$ cat config.mk
export PLATFORM = sky130hd
export DESIGN_NAME = progress_speed_profile
export DESIGN_NICKNAME = d
export VERILOG_FILES = /design/src/hw/rtl/pspr_pkg.sv /design/src/hw/rtl/pspr_mul.sv /design/src/hw/rtl/pspr_div.sv /design/src/hw/rtl/progress_speed_profile.sv
export SDC_FILE = /design/constraint.sdc
export NUM_CORES = 2
export LEC_CHECK = 0
export BUFFER_PORTS_ARGS = -buffer_cell sky130_fd_sc_hd__buf_2
export CAP_MARGIN = 20
export CORE_MARGIN = 5
export CORE_UTILIZATION = 40
export DETAILED_ROUTE_END_ITERATION = 10
export SYNTH_ARGS = -nofsm -noshare
export SYNTH_HDL_FRONTEND = slang
export SYNTH_SLANG_ARGS = --single-unit
$ cat constraint.sdc
create_clock -name clk -period 16.7 [get_ports clk]
set_input_delay 3.34 -clock clk [delete_from_list [all_inputs] [get_ports clk]]
set_output_delay 3.34 -clock clk [all_outputs]
set_load 0.03 [all_outputs]
$ cat src/hw/rtl/pspr_pkg.sv
// ----------------------------------------------------------------------------
// Progress speed profile package
// Shared widths, register indexes, sequencer states and unit result types.
// ----------------------------------------------------------------------------
package pspr_pkg;

	// Field widths fixed by the interface.
	localparam int unsigned MS_W    = 40;
	localparam int unsigned BYTES_W = 48;
	localparam int unsigned RUN_W   = 7;

	// Serial arithmetic widths: the products stay below 2^58 and divisors below 2^49.
	localparam int unsigned NUM_W = 58;
	localparam int unsigned DEN_W = 49;
	localparam int unsigned K_W   = 10;

	// Milliseconds to seconds scale.
	localparam logic [K_W-1:0] MS_PER_S = 10'd1000;

	// Largest speed that can be shown.
	localparam logic [BYTES_W-1:0] SPEED_MAX = {BYTES_W{1'b1}};

	// Configuration register indexes.
	typedef enum logic [0:0] {
		REG_TOTAL_BYTES = 1'b0,
		REG_JOB_ELAPSED = 1'b1
	} reg_idx_t;

	// Sequencer states.
	typedef enum logic [3:0] {
		ST_IDLE,
		ST_CHECK,
		ST_PMUL,
		ST_PDIV,
		ST_TCHK,
		ST_SMUL,
		ST_SDIV,
		ST_APT,
		ST_AMUL,
		ST_ADIV,
		ST_LCHK,
		ST_LMUL,
		ST_LDIV,
		ST_LEMIT,
		ST_MAIN
	} state_t;

	// Result of a serial arithmetic unit.
	typedef struct packed {
		logic             done;
		logic [NUM_W-1:0] value;
	} unit_res_t;

endpackage

$ cat src/hw/rtl/pspr_mul.sv
// ----------------------------------------------------------------------------
// Serial constant multiplier
// Shift-and-add multiplier taking one multiplier bit per cycle.
// ----------------------------------------------------------------------------
module pspr_mul (
	input  logic                         clk,
	input  logic                         arst_n,
	input  logic                         start,
	input  logic [pspr_pkg::BYTES_W-1:0] mcand,
	input  logic [pspr_pkg::K_W-1:0]     mplier,
	output pspr_pkg::unit_res_t          res
);

	localparam int unsigned CNT_W = $clog2(pspr_pkg::K_W + 1);

	logic [pspr_pkg::NUM_W-1:0] acc_q;
	logic [pspr_pkg::NUM_W-1:0] mc_q;
	logic [pspr_pkg::K_W-1:0]   mp_q;
	logic [CNT_W-1:0]           cnt_q;
	logic                       busy_q;
	logic                       done_q;

	// Control: count the multiplier bits.
	always_ff @(posedge clk or negedge arst_n) begin
		if (!arst_n) begin
			busy_q <= 1'b0;
			done_q <= 1'b0;
			cnt_q  <= '0;
		end else begin
			done_q <= 1'b0;
			if (start) begin
				busy_q <= 1'b1;
				cnt_q  <= CNT_W'(pspr_pkg::K_W);
			end else if (busy_q) begin
				cnt_q <= cnt_q - CNT_W'(1);
				if (cnt_q == CNT_W'(1)) begin
					busy_q <= 1'b0;
					done_q <= 1'b1;
				end
			end
		end
	end

	// Datapath: add the shifted multiplicand for each set multiplier bit.
	always_ff @(posedge clk) begin
		if (start) begin
			acc_q <= '0;
			mc_q  <= pspr_pkg::NUM_W'(mcand);
			mp_q  <= mplier;
		end else if (busy_q) begin
			if (mp_q[0]) begin
				acc_q <= acc_q + mc_q;
			end
			mc_q <= {mc_q[pspr_pkg::NUM_W-2:0], 1'b0};
			mp_q <= {1'b0, mp_q[pspr_pkg::K_W-1:1]};
		end
	end

	assign res.done  = done_q;
	assign res.value = acc_q;

endmodule

$ cat src/hw/rtl/pspr_div.sv
// ----------------------------------------------------------------------------
// Serial divider
// Restoring divider producing one quotient bit per cycle.
// ----------------------------------------------------------------------------
module pspr_div (
	input  logic                       clk,
	input  logic                       arst_n,
	input  logic                       start,
	input  logic [pspr_pkg::NUM_W-1:0] num,
	input  logic [pspr_pkg::DEN_W-1:0] den,
	output pspr_pkg::unit_res_t        res
);

	localparam int unsigned CNT_W = $clog2(pspr_pkg::NUM_W + 1);

	logic [pspr_pkg::DEN_W-1:0] rem_q;
	logic [pspr_pkg::NUM_W-1:0] num_q;
	logic [pspr_pkg::DEN_W-1:0] den_q;
	logic [CNT_W-1:0]           cnt_q;
	logic                       busy_q;
	logic                       done_q;
	logic [pspr_pkg::DEN_W:0]   shifted;
	logic [pspr_pkg::DEN_W:0]   trial;
	logic                       qbit;

	// One trial subtraction per cycle.
	always_comb begin
		shifted = {rem_q, num_q[pspr_pkg::NUM_W-1]};
		trial   = shifted - {1'b0, den_q};
		qbit    = (shifted >= {1'b0, den_q});
	end

	// Control: count the quotient bits.
	always_ff @(posedge clk or negedge arst_n) begin
		if (!arst_n) begin
			busy_q <= 1'b0;
			done_q <= 1'b0;
			cnt_q  <= '0;
		end else begin
			done_q <= 1'b0;
			if (start) begin
				busy_q <= 1'b1;
				cnt_q  <= CNT_W'(pspr_pkg::NUM_W);
			end else if (busy_q) begin
				cnt_q <= cnt_q - CNT_W'(1);
				if (cnt_q == CNT_W'(1)) begin
					busy_q <= 1'b0;
					done_q <= 1'b1;
				end
			end
		end
	end

	// Datapath: the dividend register fills with quotient bits from the right.
	always_ff @(posedge clk) begin
		if (start) begin
			rem_q <= '0;
			num_q <= num;
			den_q <= den;
		end else if (busy_q) begin
			rem_q <= qbit ? trial[pspr_pkg::DEN_W-1:0] : shifted[pspr_pkg::DEN_W-1:0];
			num_q <= {num_q[pspr_pkg::NUM_W-2:0], qbit};
		end
	end

	assign res.done  = done_q;
	assign res.value = num_q;

endmodule

$ cat src/hw/rtl/progress_speed_profile.sv
// ----------------------------------------------------------------------------
// Progress speed profile
// Turns progress readings into runs of (speed, start point, length).
// ----------------------------------------------------------------------------
// Channel | Direction | Handshake             | Payload
// input   | in        | in_valid / in_stall   | reading_ms, reading_bytes, restart
// output  | out       | out_valid / out_stall | run_speed, run_start, run_length,
//         |           |                       | last_of_input
// config  | in        | cfg_we                | cfg_index, cfg_data
//
// An item is taken only while the sequencer is idle. A skipped reading goes
// back to idle without drawing; a reading that draws runs a multiply and a
// divide for its point (not at the total) and for its speed, and more when the
// level run is built. Each unit holds the sequencer, one bit per cycle.
// Reset clears the anchor, the drawn point count and both registers.
// A stalled output holds the sequencer in its emit state until taken.
// ----------------------------------------------------------------------------
module progress_speed_profile #(
	parameter int unsigned POINTS = 100
) (
	input  logic                         clk,
	input  logic                         arst_n,
	input  logic                         in_valid,
	output logic                         in_stall,
	input  logic [pspr_pkg::MS_W-1:0]    reading_ms,
	input  logic [pspr_pkg::BYTES_W-1:0] reading_bytes,
	input  logic                         restart,
	output logic                         out_valid,
	input  logic                         out_stall,
	output logic [pspr_pkg::BYTES_W-1:0] run_speed,
	output logic [pspr_pkg::RUN_W-1:0]   run_start,
	output logic [pspr_pkg::RUN_W-1:0]   run_length,
	output logic                         last_of_input,
	input  logic                         cfg_we,
	input  logic [0:0]                   cfg_index,
	input  logic [pspr_pkg::BYTES_W-1:0] cfg_data
);

	localparam int unsigned PT_W = $clog2(POINTS + 1);
	localparam logic [PT_W-1:0] PT_MAX = PT_W'(POINTS);
	localparam logic [pspr_pkg::K_W-1:0] K_PTS = pspr_pkg::K_W'(2 * POINTS);

	pspr_pkg::state_t state_q, state_d;

	logic [pspr_pkg::BYTES_W-1:0] total_q;
	logic [pspr_pkg::MS_W-1:0]    job_q;
	logic [pspr_pkg::MS_W-1:0]    anc_ms_q;
	logic [pspr_pkg::BYTES_W-1:0] anc_b_q;
	logic [PT_W-1:0]              pd_q;
	logic                         anc_valid_q;

	logic [pspr_pkg::MS_W-1:0]    ms_q;
	logic [pspr_pkg::BYTES_W-1:0] bytes_q;
	logic                         rst_q;
	logic [PT_W-1:0]              point_q;
	logic [PT_W-1:0]              lenp_q;
	logic [PT_W-1:0]              len_q;
	logic [pspr_pkg::BYTES_W-1:0] speed_q;
	logic [pspr_pkg::BYTES_W-1:0] level_q;

	logic                         out_valid_q;
	logic [pspr_pkg::BYTES_W-1:0] out_speed_q;
	logic [pspr_pkg::RUN_W-1:0]   out_start_q;
	logic [pspr_pkg::RUN_W-1:0]   out_len_q;
	logic                         out_last_q;

	logic                         mul_start;
	logic [pspr_pkg::BYTES_W-1:0] mul_mc;
	logic [pspr_pkg::K_W-1:0]     mul_k;
	pspr_pkg::unit_res_t          mul_res;
	logic                         div_start;
	logic [pspr_pkg::NUM_W-1:0]   div_num;
	logic [pspr_pkg::DEN_W-1:0]   div_den;
	pspr_pkg::unit_res_t          div_res;

	logic                         in_acc;
	logic                         out_free;
	logic                         out_load;
	logic [PT_W-1:0]              len_min;
	logic [pspr_pkg::BYTES_W-1:0] quo_sat;
	logic [pspr_pkg::NUM_W-1:0]   pt_num;
	logic [pspr_pkg::DEN_W-1:0]   pt_den;

	// Shared arithmetic units.
	pspr_mul u_mul (
		.clk    (clk),
		.arst_n (arst_n),
		.start  (mul_start),
		.mcand  (mul_mc),
		.mplier (mul_k),
		.res    (mul_res)
	);

	pspr_div u_div (
		.clk    (clk),
		.arst_n (arst_n),
		.start  (div_start),
		.num    (div_num),
		.den    (div_den),
		.res    (div_res)
	);

	// Helpers for the handshakes, point rounding, saturation and the level run length.
	always_comb begin
		in_acc   = in_valid && !in_stall;
		out_free = !out_valid_q || !out_stall;
		out_load = out_free && (state_q == pspr_pkg::ST_LEMIT || state_q == pspr_pkg::ST_MAIN);
		len_min  = (lenp_q > point_q) ? point_q : lenp_q;
		quo_sat  = (div_res.value[pspr_pkg::NUM_W-1:pspr_pkg::BYTES_W] != '0)
			? pspr_pkg::SPEED_MAX : div_res.value[pspr_pkg::BYTES_W-1:0];
		pt_num   = mul_res.value + pspr_pkg::NUM_W'(total_q);
		pt_den   = {total_q, 1'b0};
	end

	// Next state and unit starts.
	always_comb begin
		state_d   = state_q;
		in_stall  = (state_q != pspr_pkg::ST_IDLE);
		mul_start = 1'b0;
		mul_mc    = bytes_q;
		mul_k     = K_PTS;
		div_start = 1'b0;
		div_num   = pt_num;
		div_den   = pt_den;
		case (state_q)
			pspr_pkg::ST_IDLE: begin
				if (in_acc) begin
					state_d = pspr_pkg::ST_CHECK;
				end
			end
			pspr_pkg::ST_CHECK: begin
				if (rst_q || !anc_valid_q || total_q == '0 || bytes_q < anc_b_q) begin
					state_d = pspr_pkg::ST_IDLE;
				end else if (bytes_q >= total_q) begin
					state_d = pspr_pkg::ST_TCHK;
				end else begin
					mul_start = 1'b1;
					state_d   = pspr_pkg::ST_PMUL;
				end
			end
			pspr_pkg::ST_PMUL: begin
				if (mul_res.done) begin
					div_start = 1'b1;
					state_d   = pspr_pkg::ST_PDIV;
				end
			end
			pspr_pkg::ST_PDIV: begin
				if (div_res.done) begin
					state_d = pspr_pkg::ST_TCHK;
				end
			end
			pspr_pkg::ST_TCHK: begin
				if (ms_q <= anc_ms_q || point_q <= pd_q) begin
					state_d = pspr_pkg::ST_IDLE;
				end else begin
					mul_start = 1'b1;
					mul_mc    = bytes_q - anc_b_q;
					mul_k     = pspr_pkg::MS_PER_S;
					state_d   = pspr_pkg::ST_SMUL;
				end
			end
			pspr_pkg::ST_SMUL: begin
				if (mul_res.done) begin
					div_start = 1'b1;
					div_num   = mul_res.value;
					div_den   = pspr_pkg::DEN_W'(ms_q - anc_ms_q);
					state_d   = pspr_pkg::ST_SDIV;
				end
			end
			pspr_pkg::ST_SDIV: begin
				if (div_res.done) begin
					state_d = (pd_q == '0) ? pspr_pkg::ST_APT : pspr_pkg::ST_MAIN;
				end
			end
			pspr_pkg::ST_APT: begin
				if (anc_b_q >= total_q) begin
					state_d = pspr_pkg::ST_LCHK;
				end else begin
					mul_start = 1'b1;
					mul_mc    = anc_b_q;
					state_d   = pspr_pkg::ST_AMUL;
				end
			end
			pspr_pkg::ST_AMUL: begin
				if (mul_res.done) begin
					div_start = 1'b1;
					state_d   = pspr_pkg::ST_ADIV;
				end
			end
			pspr_pkg::ST_ADIV: begin
				if (div_res.done) begin
					state_d = pspr_pkg::ST_LCHK;
				end
			end
			pspr_pkg::ST_LCHK: begin
				if (len_min == '0) begin
					state_d = pspr_pkg::ST_MAIN;
				end else if (job_q == '0) begin
					state_d = pspr_pkg::ST_LEMIT;
				end else begin
					mul_start = 1'b1;
					mul_mc    = anc_b_q;
					mul_k     = pspr_pkg::MS_PER_S;
					state_d   = pspr_pkg::ST_LMUL;
				end
			end
			pspr_pkg::ST_LMUL: begin
				if (mul_res.done) begin
					div_start = 1'b1;
					div_num   = mul_res.value;
					div_den   = pspr_pkg::DEN_W'(job_q);
					state_d   = pspr_pkg::ST_LDIV;
				end
			end
			pspr_pkg::ST_LDIV: begin
				if (div_res.done) begin
					state_d = pspr_pkg::ST_LEMIT;
				end
			end
			pspr_pkg::ST_LEMIT: begin
				if (out_free) begin
					state_d = pspr_pkg::ST_MAIN;
				end
			end
			pspr_pkg::ST_MAIN: begin
				if (out_free) begin
					state_d = pspr_pkg::ST_IDLE;
				end
			end
			default: begin
				state_d = pspr_pkg::ST_IDLE;
			end
		endcase
	end

	// State register.
	always_ff @(posedge clk or negedge arst_n) begin
		if (!arst_n) begin
			state_q <= pspr_pkg::ST_IDLE;
		end else begin
			state_q <= state_d;
		end
	end

	// Configuration registers, anchor state and output valid.
	always_ff @(posedge clk or negedge arst_n) begin
		if (!arst_n) begin
			total_q     <= '0;
			job_q       <= '0;
			anc_ms_q    <= '0;
			anc_b_q     <= '0;
			pd_q        <= '0;
			anc_valid_q <= 1'b0;
			out_valid_q <= 1'b0;
		end else begin
			if (cfg_we) begin
				if (cfg_index == pspr_pkg::REG_TOTAL_BYTES) begin
					total_q <= cfg_data;
				end else begin
					job_q <= cfg_data[pspr_pkg::MS_W-1:0];
				end
			end
			// A new run is loaded as the old one leaves.
			if (out_load) begin
				out_valid_q <= 1'b1;
			end else if (out_valid_q && !out_stall) begin
				out_valid_q <= 1'b0;
			end
			case (state_q)
				pspr_pkg::ST_CHECK: begin
					if (rst_q || !anc_valid_q || total_q == '0) begin
						anc_ms_q    <= ms_q;
						anc_b_q     <= bytes_q;
						pd_q        <= '0;
						anc_valid_q <= 1'b1;
					end else if (bytes_q < anc_b_q) begin
						anc_ms_q <= ms_q;
						anc_b_q  <= bytes_q;
					end
				end
				pspr_pkg::ST_LEMIT: begin
					if (out_free) begin
						pd_q <= len_q;
					end
				end
				pspr_pkg::ST_MAIN: begin
					if (out_free) begin
						pd_q     <= point_q;
						anc_ms_q <= ms_q;
						anc_b_q  <= bytes_q;
					end
				end
				default: begin
				end
			endcase
		end
	end

	// Item payload, intermediate results and output payload.
	always_ff @(posedge clk) begin
		if (in_acc) begin
			ms_q    <= reading_ms;
			bytes_q <= reading_bytes;
			rst_q   <= restart;
		end
		case (state_q)
			pspr_pkg::ST_CHECK: begin
				point_q <= PT_MAX;
			end
			pspr_pkg::ST_PDIV: begin
				if (div_res.done) begin
					point_q <= div_res.value[PT_W-1:0];
				end
			end
			pspr_pkg::ST_SDIV: begin
				if (div_res.done) begin
					speed_q <= quo_sat;
				end
			end
			pspr_pkg::ST_APT: begin
				lenp_q <= PT_MAX;
			end
			pspr_pkg::ST_ADIV: begin
				if (div_res.done) begin
					lenp_q <= div_res.value[PT_W-1:0];
				end
			end
			pspr_pkg::ST_LCHK: begin
				len_q   <= len_min;
				level_q <= speed_q;
			end
			pspr_pkg::ST_LDIV: begin
				if (div_res.done) begin
					level_q <= quo_sat;
				end
			end
			pspr_pkg::ST_LEMIT: begin
				if (out_free) begin
					out_speed_q <= level_q;
					out_start_q <= '0;
					out_len_q   <= pspr_pkg::RUN_W'(len_q);
					out_last_q  <= 1'b0;
				end
			end
			pspr_pkg::ST_MAIN: begin
				if (out_free) begin
					out_speed_q <= speed_q;
					out_start_q <= pspr_pkg::RUN_W'(pd_q);
					out_len_q   <= pspr_pkg::RUN_W'(point_q - pd_q);
					out_last_q  <= 1'b1;
				end
			end
			default: begin
			end
		endcase
	end

	assign out_valid     = out_valid_q;
	assign run_speed     = out_speed_q;
	assign run_start     = out_start_q;
	assign run_length    = out_len_q;
	assign last_of_input = out_last_q;

`ifndef ASSERT_OFF
	// The drawn point count never passes the end of the profile.
	assert property (@(posedge clk) disable iff (!arst_n) pd_q <= PT_MAX)
		else $error("drawn point count beyond profile end");

	// A level run always starts at the first point.
	assert property (@(posedge clk) disable iff (!arst_n)
		out_valid && !last_of_input |-> run_start == '0)
		else $error("level run not at first point");

	// The two serial units never finish in the same cycle.
	assert property (@(posedge clk) disable iff (!arst_n)
		!(mul_res.done && div_res.done))
		else $error("multiplier and divider finished together");

	// An accepted item is always examined in the next cycle.
	assert property (@(posedge clk) disable iff (!arst_n)
		in_acc |=> state_q == pspr_pkg::ST_CHECK)
		else $error("accepted item not examined");
`endif

endmodule
==> impl_metrics.toml <==
[run_status]
status = "completed"

[cts]
root_buffer = "clkbuf_16"
cts_setup_buffers = 0
cts_tree = "done"
worstSkewPairLatency_ns = 0.71
hold_buffers = 0
cts_sinks = 754
htree_levels = 3
clk_pin_slew_ns = 0.06
cts_buffers = 93
cts_buffer_depth = 3
cts_resized = 0

[sta]
timing.final.crit_share = 0.363
post-route-min-period_ns = 6.07
setup_ws_ns = 10.63
fmax_ghz = 0.165
setup_viol = 0
finalSetupTns_ns = 0
slew_headroom = 0.175
worst_pin_slew_ns = 1.22
slew_viol_final = 0
hold_viol = 0
fin_skew_ns = 0.0614
rsz0062_at_grt = "false"

[grt]
grt_pass1_wl_mm = 224
grt_start_max_net_pins = 105
overflow = 0
track_usage = 0.229
grt_pass1_vias = 36300
antenna_found_initial = 10

[setup_path]
r2r_end = "u_mul.mc_q[1]"
cp-end-kind = "flip-flop"
reg2regPathDepth = 16
worstPathMaxFanout = 50
path_class = "reg -> reg"
start_kind = "flip-flop"
r2r_slack_ns = 10.63
arrival_ns = 6.41
required_ns = 17.05
regToRegStartpoint = "point_q[1]"

[routing]
vias = 37900
dr.pass1.iters = 9
drtIter0Drc = 3210
drt_wl_total_mm = 147
drcViolationCount = 0
vias_per_cell = 5.67
wl_per_cell_um = 22.0
ant_nets = 0

[logic_synthesis]
ys_seq_area_frac = 0.434
synth_edf_count = 434
synthArstFlopShare = 0.269
postSynthRegisterBits = 754
syn_area_um2 = 47100
ys.flop_type = "edfxtp_1"
ys_types = 96
yosysWarnings = 0
avgSynthCellArea_um2 = 9.50
synth_cells = 4963
syn_nets = 5468

[min_path]
whs_path_depth = 2
min_from = "u_div.rem_q[43]"
hold_end = "u_div.rem_q[43]"
hold_path_class = "reg -> reg"

[power_and_ir_drop]
power_density_nw_per_um2 = 204
p_leak_nw = 21.9
vdd_drop_max_v = 0.000106

[placement]
routabilityCongestion = 0.944
io_buffer_count = 207
hpwl_mm = 111
dpl_worst_slack_ns = 10.88
dpl.cell_count = 6502

[floorplan]
core-area_um2 = 118000
ioPinCount = 208
die_height_um = 353
std_cell_rows = 126
initial_core_util = 0.401
dieArea_um2 = 125000
die_w_um = 353

[cells_and_area]
nets = 5567
final_cells = 6683
multi_input_area_um2 = 24700
regArea_um2 = 20500
fillers = 11400
layout-drive-gt1-share = 0.134
syn_to_final_growth_pct = 11.8

[job]
cap_viol_max_count = 0
-- how the worst max path moves through the flow --
stage | from | endpoint | cells past startpoint
final | point_q[1] | u_mul.mc_q[1] | 16
after global routing | total_q[9] | u_mul.mc_q[30] | 15
after CTS | point_q[1] | u_mul.mc_q[1] | 16
after detailed placement | out_stall | anc_ms_q[28] | 6
after global placement | out_stall | anc_ms_q[32] | 6
after floorplan | out_stall | pd_q[4] | 5
-- critical path: stages (launching register included) --
cell	delay (ns)
edfxtp_1	0.42
inv_1	0.11
ha_1	0.30
nor2b_1	0.12
o21ai_0	0.08
a21oi_1	0.22
o31ai_1	0.09
buf_4	0.18
o41ai_1	0.96
a211oi_1	0.46
a22o_2	0.37
buf_4	0.30
nor2_4	0.13
buf_4	0.44
and2_1	0.65
nand2b_2	0.37
buf_4	0.41
-- layout make-up --
type                    instances  share of cell area
multi-input cells            3697               0.469
flip-flops and latches        754               0.388
clock buffers                 114              0.0482
well taps                    1536              0.0365
repair buffers                246              0.0257
inverters                     270              0.0193
clock inverters                61              0.0125
diodes                          5            0.000238
-- power by group --
| part | total [W] | switching, W | internal [W] | leakage [nW] |
|---|---|---|---|---|
| logic | 0.00559 | 0.00340 | 0.00220 | 13.3 |
| registers | 0.00307 | 0.000506 | 0.00256 | 7.03 |
| clock network | 0.00208 | 0.000863 | 0.00122 | 1.53 |
| total | 0.0107 | 0.00476 | 0.00598 | 21.9 |
-- cells by family after synthesis --
family          count (synthesis)  share of synthesized area
simple gates                 1447                      0.140
compound gates               1430                      0.190
flops                         754                      0.434
buf+inv                       512                     0.0439
fa+ha+maj                     362                     0.0971
xor+xnor                      237                     0.0440
mux                           221                     0.0517
-- metal layers --
layer / share of wire / wire length [um] / vias to the layer above / GRT usage
li1: - / - / 18300 / -
met2: 0.43 / 63400 / 1198 / 0.345
met4: 0.032 / 4660 / 2 / 0.0699
met5: 0.000081 / 12 / - / 0
met3: 0.066 / 9680 / 209 / 0.0315
met1: 0.47 / 69600 / 18200 / 0.342
-- registers in the layout (all words and copies together) (netlist names), 49 cells and up --
register and count:
u_div.rem_q 49, u_div.num_q 58, u_mul.mc_q 58, u_div.den_q 49, u_mul.acc_q 58
-- placed cells by master (no fill, tap or decap), drive strengths merged, types with 15 or more instances in the layout --
cell    Yosys  layout
xnor2     139     139
mux2      181     181
o211ai     15      15
nor3       64      64
nor2      340     340
mux2i      40      40
clkbuf    185     114
o22ai      46      46
o21ai     368     368
a31oi      61      61
edfxtp    434     434
a21oi     412     412
nand2b     49      49
a211oi     52      52
xor2       98      98
or2        57      57
ha        356     356
o21bai     34      34
o21a       34      34
clkinv      2      43
a221oi     25      25
and2       21      21
dfxtp     117     117
inv       268     269
nand3      63      63
and3       30      30
a22oi      41      41
nor2b      50      50
dfrtp     203     203
nor4       36      36
nand2     615     615
buf        57     246
a21o      214     214
o31ai      21      21
nand4      74      74
-- cells in the mapped netlist (8+ instances only) --
library cell  number  share of area
nand2_1          614          0.049
edfxtp_1         434           0.28
a21oi_1          408          0.043
ha_1             356          0.095
o21ai_0          351          0.037
nor2_1           338          0.027
inv_1            268          0.021
a21o_1           210          0.033
dfrtp_1          203           0.11
clkbuf_1         183          0.015
mux2_2           181          0.043
xnor2_1          139          0.026
dfxtp_1          117          0.050
xor2_1            98          0.018
nand4_1           74         0.0098
nor3_1            64         0.0068
nand3_1           63         0.0067
a31oi_1           61         0.0081
or2_2             56         0.0074
a211oi_1          50         0.0080
nor2b_1           50         0.0066
nand2b_1          49         0.0065
o22ai_1           46         0.0061
a22oi_1           41         0.0065
mux2i_1           40         0.0085
buf_2             37         0.0039
nor4_1            36         0.0048
o21a_1            34         0.0054
o21bai_1          34         0.0054
and3_1            30         0.0040
a221oi_1          25         0.0046
and2_1            20         0.0027
o31ai_1           20         0.0032
o211ai_1          15         0.0024
o21ai_1           15         0.0016
or3_1             12         0.0016
o221ai_1          10         0.0019
a22o_1             8         0.0015
and4_1             8         0.0015
buf_1              8        0.00064
-- per-stage QoR --
| stage | cell area, um2 | hold slack [ns] | util | power, W |
|---|---|---|---|---|
| final | 52700 | 0.484 | 0.448 | 0.0107 |
| after detailed placement | 49500 | 0.474 | 0.421 | 0.00860 |
| after floorplan | 47100 | 0.433 | - | 0.00711 |
| after CTS | 52700 | 0.487 | 0.448 | 0.0107 |
| after global placement | 49400 | 0.470 | 0.420 | 0.00854 |
| after global routing | 52700 | 0.499 | 0.448 | 0.0115 |
(Power assumes the default switching activity.)
